[src/sv/i2cms_pkg.sv]
// ----------------------------------------------------------------------------
// i2cms_pkg
// Shared constants, command codes and drive helper for the I2C byte sequencer.
// ----------------------------------------------------------------------------
package i2cms_pkg;

	localparam int ACTION_W   = 3;
	localparam int BYTE_W     = 8;
	localparam int TICKS_W    = 16;
	localparam int STEP_W     = 3;
	localparam int BITCNT_W   = 4;
	localparam int APB_ADDR_W = 3;
	localparam int APB_DATA_W = 32;

	localparam logic [TICKS_W-1:0] PHASE_TICKS_RST = TICKS_W'(1000);

	// command codes
	localparam logic [ACTION_W-1:0] CMD_IDLE  = ACTION_W'(0);
	localparam logic [ACTION_W-1:0] CMD_START = ACTION_W'(1);
	localparam logic [ACTION_W-1:0] CMD_STOP  = ACTION_W'(2);
	localparam logic [ACTION_W-1:0] CMD_WRITE = ACTION_W'(3);
	localparam logic [ACTION_W-1:0] CMD_READ  = ACTION_W'(4);

	// register index decoded from paddr[2]
	localparam logic REG_PHASE_TICKS = 1'b0;

	localparam logic [BITCNT_W-1:0] LAST_DATA_BIT = BITCNT_W'(7);
	localparam logic [BITCNT_W-1:0] BITS_PER_BYTE = BITCNT_W'(8);

	typedef struct packed {
		logic scl_low;
		logic sda_low;
	} drive_t;

	// Line drives for the phase selected by command, step and bit slot.
	function automatic drive_t phase_drive(
		input logic [ACTION_W-1:0] cmd,
		input logic [STEP_W-1:0]   step,
		input logic [BITCNT_W-1:0] bit_cnt,
		input logic [BYTE_W-1:0]   shift,
		input logic                ack_sel,
		input drive_t              hold
	);
		drive_t d;
		d = hold;
		case (cmd)
			CMD_START: begin
				d.scl_low = (step >= STEP_W'(2));
				d.sda_low = (step >= STEP_W'(1));
			end
			CMD_STOP: begin
				d.scl_low = (step == STEP_W'(0));
				d.sda_low = (step <= STEP_W'(1));
			end
			CMD_WRITE, CMD_READ: begin
				if (step >= STEP_W'(2)) begin
					d.scl_low = 1'b1;
					d.sda_low = 1'b0;
				end else begin
					d.scl_low = (step == STEP_W'(0));
					if (bit_cnt < BITS_PER_BYTE)
						d.sda_low = (cmd == CMD_WRITE) ? ~shift[BYTE_W-1] : 1'b0;
					else
						d.sda_low = (cmd == CMD_WRITE) ? 1'b0 : ack_sel;
				end
			end
			default: begin
				d = hold;
			end
		endcase
		return d;
	endfunction

endpackage

[src/sv/i2cms_if.sv]
// ----------------------------------------------------------------------------
// i2cms channel interfaces
// Valid/ready channels for tick items and result items.
// ----------------------------------------------------------------------------
interface i2cms_req_if;
	import i2cms_pkg::*;

	logic                valid;
	logic                ready;
	logic [ACTION_W-1:0] action;
	logic [BYTE_W-1:0]   data_byte;
	logic                master_ack;
	logic                sda_in;

	modport source (output valid, action, data_byte, master_ack, sda_in, input ready);
	modport sink   (input valid, action, data_byte, master_ack, sda_in, output ready);
endinterface

interface i2cms_rsp_if;
	import i2cms_pkg::*;

	logic              valid;
	logic              ready;
	logic              scl_drive_low;
	logic              sda_drive_low;
	logic              busy_res;
	logic              done_res;
	logic [BYTE_W-1:0] read_data;
	logic              slave_ack;
	logic              rejected;

	modport source (output valid, scl_drive_low, sda_drive_low, busy_res, done_res,
		read_data, slave_ack, rejected, input ready);
	modport sink   (input valid, scl_drive_low, sda_drive_low, busy_res, done_res,
		read_data, slave_ack, rejected, output ready);
endinterface

[src/sv/i2c_master_byte_sequencer.sv]
// ----------------------------------------------------------------------------
// i2c_master_byte_sequencer
// Open-drain I2C master stepped by tick items: start, stop, write and read byte.
// ----------------------------------------------------------------------------
//
//  channel   dir   handshake            content
//  --------  ----  -------------------  ------------------------------------
//  req       in    valid/ready          action, data_byte, master_ack, sda_in
//  rsp       out   valid/ready          line drives, busy, done, read byte,
//                                       slave ack, rejected
//  apb       in    psel/penable/pready  phase_ticks at address 0
//
//  Each item is held in the input register, then the sequencer state and the
//  result register update together, so one item enters and one result leaves
//  per clock when rsp.ready stays high.
//  arst_n clears the sequencer to idle with both lines released and sets
//  phase_ticks to 1000. A stalled rsp holds its result; the input register
//  then fills and req.ready drops until the result is taken.
// ----------------------------------------------------------------------------
module i2c_master_byte_sequencer (
	input  logic                              clk,
	input  logic                              arst_n,
	i2cms_req_if.sink                         req,
	i2cms_rsp_if.source                       rsp,
	input  logic                              psel,
	input  logic                              penable,
	input  logic                              pwrite,
	input  logic [i2cms_pkg::APB_ADDR_W-1:0]  paddr,
	input  logic [i2cms_pkg::APB_DATA_W-1:0]  pwdata,
	output logic [i2cms_pkg::APB_DATA_W-1:0]  prdata,
	output logic                              pready
);
	import i2cms_pkg::*;

	// configuration
	logic [TICKS_W-1:0] phase_ticks_q;

	// input register
	logic                s1_valid_q;
	logic [ACTION_W-1:0] action_s1;
	logic [BYTE_W-1:0]   data_byte_s1;
	logic                master_ack_s1;
	logic                sda_in_s1;

	// sequencer state
	logic [TICKS_W-1:0]  phase_count_q;
	logic [STEP_W-1:0]   step_q;
	logic [BITCNT_W-1:0] bit_count_q;
	logic [ACTION_W-1:0] cmd_q;
	logic [BYTE_W-1:0]   shift_q;
	logic                ack_choice_q;
	drive_t              drive_q;
	logic                ack_result_q;
	logic [BYTE_W-1:0]   read_result_q;

	// result register
	logic                out_valid_q;
	logic                busy_q;
	logic                done_q;
	logic                rejected_q;

	// next-state values
	logic [TICKS_W-1:0]  n_phase_count;
	logic [STEP_W-1:0]   n_step;
	logic [BITCNT_W-1:0] n_bit_count;
	logic [ACTION_W-1:0] n_cmd;
	logic [BYTE_W-1:0]   n_shift;
	logic                n_ack_choice;
	drive_t              n_drive;
	logic                n_ack_result;
	logic [BYTE_W-1:0]   n_read_result;
	logic                n_done;
	logic                n_rejected;
	logic                set_drv;
	logic                phase_more;

	logic out_free;
	logic s1_go;

	// ---------------------------------------------------------------- APB
	assign pready = 1'b1;
	assign prdata = (paddr[2] == REG_PHASE_TICKS) ?
		APB_DATA_W'(phase_ticks_q) : '0;

	always_ff @(posedge clk or negedge arst_n) begin
		if (!arst_n) begin
			phase_ticks_q <= PHASE_TICKS_RST;
		end else if (psel && penable && pwrite && pready &&
			paddr[2] == REG_PHASE_TICKS) begin
			phase_ticks_q <= pwdata[TICKS_W-1:0];
		end
	end

	// ---------------------------------------------------------------- handshake
	// The result register frees up when empty or when its item is taken.
	assign out_free  = ~out_valid_q | rsp.ready;
	assign s1_go     = s1_valid_q & out_free;
	assign req.ready = ~s1_valid_q | s1_go;

	always_ff @(posedge clk or negedge arst_n) begin
		if (!arst_n) begin
			s1_valid_q <= 1'b0;
		end else if (req.ready) begin
			s1_valid_q <= req.valid;
		end
	end

	always_ff @(posedge clk) begin
		if (req.ready && req.valid) begin
			action_s1     <= req.action;
			data_byte_s1  <= req.data_byte;
			master_ack_s1 <= req.master_ack;
			sda_in_s1     <= req.sda_in;
		end
	end

	// ---------------------------------------------------------------- sequencer
	// Phase counter wraps after phase_ticks ticks; zero behaves as one.
	assign phase_more = ({1'b0, phase_count_q} + (TICKS_W+1)'(1)) < {1'b0, phase_ticks_q};

	always_comb begin
		n_phase_count = phase_count_q;
		n_step        = step_q;
		n_bit_count   = bit_count_q;
		n_cmd         = cmd_q;
		n_shift       = shift_q;
		n_ack_choice  = ack_choice_q;
		n_ack_result  = ack_result_q;
		n_read_result = read_result_q;
		n_done        = 1'b0;
		n_rejected    = 1'b0;
		set_drv       = 1'b0;

		if (cmd_q == CMD_IDLE) begin
			// latch a legal command; its first phase drives appear at once
			if (action_s1 inside {CMD_START, CMD_STOP, CMD_WRITE, CMD_READ}) begin
				n_cmd         = action_s1;
				n_phase_count = '0;
				n_step        = '0;
				n_bit_count   = '0;
				if (action_s1 == CMD_WRITE)
					n_shift = data_byte_s1;
				else if (action_s1 == CMD_READ)
					n_shift = '0;
				n_ack_choice  = master_ack_s1;
				set_drv       = 1'b1;
			end
		end else begin
			n_rejected = (action_s1 != CMD_IDLE);
			if (phase_more) begin
				n_phase_count = phase_count_q + TICKS_W'(1);
			end else begin
				n_phase_count = '0;
				if (cmd_q == CMD_WRITE || cmd_q == CMD_READ) begin
					if (step_q == STEP_W'(0)) begin
						n_step  = STEP_W'(1);
						set_drv = 1'b1;
					end else if (step_q == STEP_W'(1)) begin
						if (bit_count_q < BITS_PER_BYTE) begin
							// sample on the last tick of SCL high
							if (cmd_q == CMD_READ) begin
								n_shift = {shift_q[BYTE_W-2:0], sda_in_s1};
								if (bit_count_q == LAST_DATA_BIT)
									n_read_result = n_shift;
							end else begin
								n_shift = {shift_q[BYTE_W-2:0], 1'b0};
							end
							n_bit_count = bit_count_q + BITCNT_W'(1);
							n_step      = STEP_W'(0);
						end else begin
							if (cmd_q == CMD_WRITE)
								n_ack_result = sda_in_s1;
							n_step = STEP_W'(2);
						end
						set_drv = 1'b1;
					end else begin
						n_done = 1'b1;
					end
				end else begin
					if (step_q < STEP_W'(2)) begin
						n_step  = step_q + STEP_W'(1);
						set_drv = 1'b1;
					end else begin
						n_done = 1'b1;
					end
				end
			end
			if (n_done) begin
				n_cmd       = CMD_IDLE;
				n_step      = '0;
				n_bit_count = '0;
			end
		end

		// drives hold after completion until the next command
		n_drive = drive_q;
		if (set_drv)
			n_drive = phase_drive(n_cmd, n_step, n_bit_count, n_shift, n_ack_choice, drive_q);
	end

	always_ff @(posedge clk or negedge arst_n) begin
		if (!arst_n) begin
			phase_count_q <= '0;
			step_q        <= '0;
			bit_count_q   <= '0;
			cmd_q         <= CMD_IDLE;
			shift_q       <= '0;
			ack_choice_q  <= 1'b0;
			drive_q       <= '0;
			ack_result_q  <= 1'b0;
			read_result_q <= '0;
		end else if (s1_go) begin
			phase_count_q <= n_phase_count;
			step_q        <= n_step;
			bit_count_q   <= n_bit_count;
			cmd_q         <= n_cmd;
			shift_q       <= n_shift;
			ack_choice_q  <= n_ack_choice;
			drive_q       <= n_drive;
			ack_result_q  <= n_ack_result;
			read_result_q <= n_read_result;
		end
	end

	// ---------------------------------------------------------------- result
	always_ff @(posedge clk or negedge arst_n) begin
		if (!arst_n) begin
			out_valid_q <= 1'b0;
		end else if (out_free) begin
			out_valid_q <= s1_valid_q;
		end
	end

	always_ff @(posedge clk) begin
		if (s1_go) begin
			busy_q     <= (n_cmd != CMD_IDLE);
			done_q     <= n_done;
			rejected_q <= n_rejected;
		end
	end

	// The line, read and ack fields mirror the state written with this item.
	assign rsp.valid         = out_valid_q;
	assign rsp.scl_drive_low = drive_q.scl_low;
	assign rsp.sda_drive_low = drive_q.sda_low;
	assign rsp.busy_res      = busy_q;
	assign rsp.done_res      = done_q;
	assign rsp.read_data     = read_result_q;
	assign rsp.slave_ack     = ack_result_q;
	assign rsp.rejected      = rejected_q;

endmodule

[src/flat_wrapper.sv]
// flat-port wrapper written by rule: the top's interface ports become plain ports
module i2c_master_byte_sequencer_flat import i2cms_pkg::*;
  (clk, arst_n, psel, penable, pwrite, paddr, pwdata, prdata, pready, req_valid, req_action, req_data_byte, req_master_ack, req_sda_in, req_ready, rsp_valid, rsp_scl_drive_low, rsp_sda_drive_low, rsp_busy_res, rsp_done_res, rsp_read_data, rsp_slave_ack, rsp_rejected, rsp_ready);
  i2cms_req_if req_i ();
  i2cms_rsp_if rsp_i ();
  input  logic clk;
  input  logic arst_n;
  input  logic psel;
  input  logic penable;
  input  logic pwrite;
  input  logic [i2cms_pkg::APB_ADDR_W-1:0] paddr;
  input  logic [i2cms_pkg::APB_DATA_W-1:0] pwdata;
  output logic [i2cms_pkg::APB_DATA_W-1:0] prdata;
  output logic pready;
  input wire logic [$bits(req_i.valid)-1:0] req_valid;
  input wire logic [$bits(req_i.action)-1:0] req_action;
  input wire logic [$bits(req_i.data_byte)-1:0] req_data_byte;
  input wire logic [$bits(req_i.master_ack)-1:0] req_master_ack;
  input wire logic [$bits(req_i.sda_in)-1:0] req_sda_in;
  output wire logic [$bits(req_i.ready)-1:0] req_ready;
  output wire logic [$bits(rsp_i.valid)-1:0] rsp_valid;
  output wire logic [$bits(rsp_i.scl_drive_low)-1:0] rsp_scl_drive_low;
  output wire logic [$bits(rsp_i.sda_drive_low)-1:0] rsp_sda_drive_low;
  output wire logic [$bits(rsp_i.busy_res)-1:0] rsp_busy_res;
  output wire logic [$bits(rsp_i.done_res)-1:0] rsp_done_res;
  output wire logic [$bits(rsp_i.read_data)-1:0] rsp_read_data;
  output wire logic [$bits(rsp_i.slave_ack)-1:0] rsp_slave_ack;
  output wire logic [$bits(rsp_i.rejected)-1:0] rsp_rejected;
  input wire logic [$bits(rsp_i.ready)-1:0] rsp_ready;
  assign req_i.valid = req_valid;
  assign req_i.action = req_action;
  assign req_i.data_byte = req_data_byte;
  assign req_i.master_ack = req_master_ack;
  assign req_i.sda_in = req_sda_in;
  assign req_ready = req_i.ready;
  assign rsp_valid = rsp_i.valid;
  assign rsp_scl_drive_low = rsp_i.scl_drive_low;
  assign rsp_sda_drive_low = rsp_i.sda_drive_low;
  assign rsp_busy_res = rsp_i.busy_res;
  assign rsp_done_res = rsp_i.done_res;
  assign rsp_read_data = rsp_i.read_data;
  assign rsp_slave_ack = rsp_i.slave_ack;
  assign rsp_rejected = rsp_i.rejected;
  assign rsp_i.ready = rsp_ready;
  i2c_master_byte_sequencer u_core (.clk(clk), .arst_n(arst_n), .req(req_i), .rsp(rsp_i), .psel(psel), .penable(penable), .pwrite(pwrite), .paddr(paddr), .pwdata(pwdata), .prdata(prdata), .pready(pready));
endmodule
[config.mk]
export PLATFORM = sky130hd
export DESIGN_NAME = i2c_master_byte_sequencer_flat
export DESIGN_NICKNAME = d
export VERILOG_FILES = /design/src/sv/i2cms_pkg.sv /design/src/sv/i2cms_if.sv /design/src/sv/i2c_master_byte_sequencer.sv /design/src/flat_wrapper.sv
export SDC_FILE = /design/constraint.sdc
export NUM_CORES = 1
export LEC_CHECK = 0
export ABC_AREA = 1
export BUFFER_PORTS_ARGS = -buffer_cell sky130_fd_sc_hd__buf_2
export CORE_UTILIZATION = 40
export DETAILED_ROUTE_END_ITERATION = 7
export MAX_ROUTING_LAYER = met4
export PLACE_DENSITY_LB_ADDON = 0.2
export SLEW_MARGIN = 20
export SYNTH_ARGS = -nofsm -noshare
export SYNTH_HDL_FRONTEND = slang
export SYNTH_SLANG_ARGS = --single-unit
[constraint.sdc]
create_clock -name clk -period 4.5 [get_ports clk]
set_clock_uncertainty 0.05 [all_clocks]
set_input_delay 0.9 -clock clk [delete_from_list [all_inputs] [get_ports clk]]
set_output_delay 0.9 -clock clk [all_outputs]
set_load 0.01 [all_outputs]
# [Word-level counts from Yosys, hierarchy flattened]
# Cells that the tools add are included.
[op_classes] n_addsub=4 n_lt_le_gt_ge=7 n_eq_ne=16 mux=54 n_bitwise=11 n_reduce_logical=21
[op_table] op="$mux W8" count=9
[op_table] op="$mux W16" count=4
[op_table] op="$mux W3" count=11
[op_table] op="$mux W4" count=8
[op_table] op="$mux W1" count=19
[op_table] op="$add A16 B1 Y17 const B" count=1
[op_table] op="$lt A17 B16 Y1" count=1
[op_table] op="$add A16 B1 Y16 const B" count=1
[op_table] op="$reduce_and A8 Y1" count=2
[op_table] op="$eq A3 B2 Y1 const B" count=5
[op_table] op="$eq A3 B1 Y1 const B" count=3
[op_table] op="$eq A3 B3 Y1 const B" count=3
[op_table] op="$logic_not A3 Y1" count=3
[op_table] op="$reduce_and A9 Y1" count=1
[op_table] op="$reduce_bool A3 Y1" count=3
[op_table] op="$lt A4 B4 Y1 const B" count=2
[op_table] op="$not A1 Y1" count=8
[op_table] op="$pmux W2 S3" count=1
[op_table] op="$reduce_bool A2 Y1" count=3
[op_table] op="$add A4 B1 Y4 const B" count=1
[op_table] op="$eq A4 B3 Y1 const B" count=1
[op_table] op="$logic_and A1 B1 Y1" count=4
[op_table] op="$mux W2" count=2
[op_table] op="$ne A2 B2 Y1 const B" count=2
[op_table] op="14 further kinds" count=15
[totals] register_bits=80 inputBits=55 out_inout_bits=49 word_cells=134

# [Logic depth before layout (Yosys ltp)]
[depth] word_depth=13 ltp_mapped=25 depth_no_buf=25

# [Worst setup path after synthesis]
# No wires, ideal clock.
[synth_timing] path_kind="register to register" startpoint="register u_core.phase_count_q[2]" endpoint="register u_core.drive_q (netlist bit u_core.rsp.sda_drive_low)" setup_ns=0.113 t_arrival_ns=2.957 t_required_ns=4.337 slack_ns=1.381 stages_incl_launch_ff=26 n_path_buf=1 synth_period_minus_slack_ns=3.119 path_cell_list="dfrtp_1 nand3_1 nor2_1 nand2_1 nor4_1 nand3_1 xor2_1 inv_1 ha_1 nand2_1 inv_1 nand2_1 nor2_1 nor2_1 nand2_4 buf_6 o21ai_1 inv_1 nand2_1 nand2_1 nor2_1 nor2_1 nor2_1 nand3_1 nand2_1 inv_1"
[synth_via] elab_chain_len=11 elab_cells_between_ends=33 classes_between="add/sub: 1; order compare: 5; eq/ne: 4; mux: 19; bitwise: 1; reduce/logical: 3"
[synth_lines] element="from (decl)" line_no="i2c_master_byte_sequencer.sv:46" text="logic [TICKS_W-1:0] phase_count_q;"
[synth_lines] element="from (signal assigned)" line_no="i2c_master_byte_sequencer.sv:213" text="phase_count_q <= n_phase_count;"
[synth_lines] element="$add A16 B1 Y17 (*)" line_no="i2c_master_byte_sequencer.sv:119" text="assign phase_more = ({1'b0, phase_count_q} + (TICKS_W+1)'(1)) < {1'b0, phase_ticks_q};"
[synth_lines] element="$lt A17 B16 Y1 (*)" line_no="i2c_master_byte_sequencer.sv:119"
[synth_lines] element="parallel branches: the longest is 9 deep, another holds $lt A4 B4 Y1"
[synth_lines] element="to (signal assigned)" line_no="i2c_master_byte_sequencer.sv:219" text="drive_q <= n_drive;"
[synth_lines] element="to (decl)" line_no="i2c_master_byte_sequencer.sv:52" text="drive_t drive_q;"
# Mark *: on every way between the ends. The select of a mux whose other input is x is not followed.
# A chain may end at the register's enable or synchronous reset.

# [Worst setup path after layout]
[layout_timing] startpoint="register u_core.phase_count_q[0]" endpoint="register u_core.drive_q (netlist bit u_core.rsp.sda_drive_low)"
# Same word-level chain as after synthesis.

==> metrics.txt <==
final period utilization 0.8435; Die Area 0.01193 mm2; Worst Hold Launch u_core.rsp.read_data[5]; Cell Count, Final, Fillers Out 787; r2r setup slk 0.70 ns; placement-stage cell area 0.005011 mm2; Final TNS setup 0 ns; number of antenna repair diodes 0; NumNets Final 718; number of global-route vias before repair 3,613; maximum count of clock buffers along a single path 2; post-cts sizing count 0; Reg-to-Reg End u_core.rsp.sda_drive_low; slew at the pin closest to its max-slew limit 0.6306 ns; total wire length 9708 um; clock period minus final worst setup slack 3.796 ns; capturing element type of the critical path register; post-layout instance area 0.005310 mm2; total congestion overflow 0; commonest non-fill, non-tap cell in the layout nand2_1; data required time of the worst path 4.69 ns; count of filler cells inserted in the layout 1,104; horizontal die dimension 109.2 um; # clock sinks 80; Power Density 476.1 mW/mm2; Post-Synthesis Cell Area 0.004599 mm2; Post-CTS Setup Repair Bufs 0; DR pass1 iterations 4; ratio of cells with drive above 1 in the final layout 0.1808; post-DR vias/cell 4.792; First DRT Iteration DRCs 135; leading cell types in the layout, fill and taps excluded nand2_1, inv_1, nor2_1, buf_2, dfrtp_1; launching instance or port of the critical path u_core.phase_count_q[0]; Skew-Pair Late Insertion Delay 0.34 ns; RR Startpoint u_core.phase_count_q[0]; count of port buffers added during placement 68; CTS tree built; hold-fix buffer count after cts 0; outcome complete, no violations; reported leakage power 2.694 nW; part of the Yosys area used for sequential elements 0.4543; synth unique cells 40; average size of a mapped cell 8.013 um2; synthesized instance count 574; cell depth of the worst min-delay path 2; Die Height 109.2 um; total number of H-tree levels 3; number of placed cells counting well taps 771; synthesized flop and latch total 80; number of buffers created by CTS 9; total via count in the routed design 3,771; clock tree root buffer cell clkbuf_16; Tightest Hold Check Type register to register; wire length of the first global-routing pass 16,190 um; worst max-slew margin expressed relative to the limit 0.5796; worst min-delay path endpoint u_core.rsp.read_data[5]; GRT Resource Usage Total 0.1844; endpoints failing setup 0; detail-routed net length per standard cell 12.34 um; area occupied by multi-input gates 0.002057 mm2; Starting Density 0.4170; Max Fanout on Critical Path 13; sequential cell area 0.002090 mm2; ANT nets after route 0; RSZ-0062 raised after global routing false; signed area change from the synthesized netlist to the final layout 15.45%; Max Transition Viols Final 0; antenna violations before repair 0; hold violation count in the final report 0; detailed placer's ending HPWL 7355 um; DRC violation count after routing 0; category of the worst setup path launch point register; depth of the worst register-to-register path 25; largest net degree at the start of global routing 39; Rows 38; maximum clock frequency 263.5 MHz; Clock Pin Slew Worst Setup and Hold Paths 0.06 ns; worst vdd rail ir drop 251.5 uV; signal arrival time at the worst endpoint 3.98 ns; critical path class register to register; number of I/O pins 104; number of warning messages in the yosys log 0; core footprint 0.01103 mm2; max-cap violations 0; final estimated routing congestion in global placement 0.9004
-- per-layer routing --
| layer | vias to the layer above | global-route usage | wire, um |
|---|---|---|---|
| met1 | 1735 | 0.2057 | 4309 |
| met3 | 13 | 0.03347 | 276 |
| met4 | 0 | 0.08286 | 189 |
| li1 | 1948 | - | - |
| met2 | 75 | 0.3203 | 4933 |
| met5 | - | - | 0 |
-- how the worst max path moves through the flow --
stage / end / slack [ns] / cells after the start
after floorplan: u_core.rsp.sda_drive_low / 1.38 / 25
after global placement: u_core.rsp.sda_drive_low / 0.78 / 25
after detailed placement: u_core.rsp.sda_drive_low / 0.77 / 25
after CTS: u_core.rsp.sda_drive_low / 0.71 / 25
after global routing: u_core.rsp.sda_drive_low / 0.34 / 20
final: u_core.rsp.sda_drive_low / 0.70 / 25
-- cell usage after synthesis, drive strengths merged --
| library cell | number | area (um2) |
|---|---|---|
| a21o | 2 | 15.01 |
| a21oi | 28 | 151.4 |
| a31oi | 7 | 43.79 |
| a32o | 2 | 20.02 |
| and2 | 1 | 6.260 |
| buf | 20 | 148.9 |
| clkbuf | 9 | 33.78 |
| clkinv | 2 | 7.510 |
| conb | 2 | 7.510 |
| dfrtp | 58 | 1451 |
| dfstp | 6 | 157.7 |
| edfxtp | 16 | 480.5 |
| ha | 20 | 250.2 |
| inv | 85 | 319.1 |
| mux2 | 1 | 11.26 |
| mux2i | 1 | 10.01 |
| nand2 | 131 | 541.8 |
| nand3 | 27 | 135.1 |
| nand4 | 6 | 37.54 |
| nor2 | 74 | 305.3 |
| nor3 | 2 | 10.01 |
| nor4 | 4 | 25.02 |
| o211ai | 1 | 7.510 |
| o21ai | 43 | 215.2 |
| o22ai | 11 | 82.58 |
| o31ai | 1 | 7.510 |
| or2 | 2 | 12.52 |
| xnor2 | 1 | 8.760 |
| xor2 | 11 | 96.34 |
-- cell type report --
type	count	area share
repair buffers	72	0.07045
clock inverters	5	0.007069
multi-input cells	393	0.3874
inverters	87	0.06150
well taps	140	0.03299
flip-flops and latches	80	0.3935
clock buffers	10	0.04713
-- sequential cells by signal, indices dropped and copies added, names as in the netlist, 3 cells and up --
name / count
u_core.shift_q: 8
u_core.step_q: 3
u_core.bit_count_q: 4
u_core.phase_ticks_q: 16
u_core.cmd_q: 3
u_core.phase_count_q: 16
u_core.rsp.read_data: 8
u_core.action_s1: 3
u_core.data_byte_s1: 8
-- critical path, cell delays in order, from the launching register on --
cell	delay, ns
dfrtp_1	0.41
nand3_1	0.13
nor2_1	0.20
nand2_1	0.12
nor4_1	0.47
nand3_1	0.17
xor2_1	0.21
inv_1	0.09
ha_1	0.28
nand2_1	0.05
inv_1	0.06
nand4_1	0.08
nor2_1	0.13
nand2_2	0.10
nand2_4	0.15
nand2_4	0.10
nand2_1	0.10
nand2_2	0.09
nor2_2	0.12
nand2_2	0.07
nand2_1	0.09
nand2_2	0.07
nor2_1	0.15
nand3_1	0.11
nand2_1	0.07
inv_1	0.03
-- power by group --
group	total (W)	switching, W	internal (W)	leakage, nW
sequential	0.000993	0.000101	0.000892	0.947
combinational	0.000828	0.000533	0.000295	1.61
clock	0.000707	0.000300	0.000407	0.138
-- logic make-up (layout without fill, tap and decap cells) --
kind of cell | count (synthesis) | count (layout) | synth area share
other cells | 2 | 17 | 0.001633
mux | 2 | 2 | 0.004625
xor+xnor | 12 | 12 | 0.02285
fa+ha+maj | 20 | 20 | 0.05441
flops | 80 | 80 | 0.4543
simple gates | 247 | 247 | 0.2334
buf+inv | 116 | 174 | 0.1107
compound gates | 95 | 95 | 0.1181
-- through the flow --
stage	setup slack, ns	util	total power (W)	hold WS [ns]
6_report	0.7043	0.4814	0.002528	0.4368
5_1_grt	0.3430	0.4814	0.002718	0.4593
4_1_cts	0.7051	0.4804	0.002556	0.4418
3_5_place_dp	0.7728	0.4543	0.001837	0.4262
3_3_place_gp	0.7769	0.4543	0.001814	0.4138
2_1_floorplan	1.381	-	0.001625	0.4217
No activity file was read; power rests on OpenSTA's default activity.
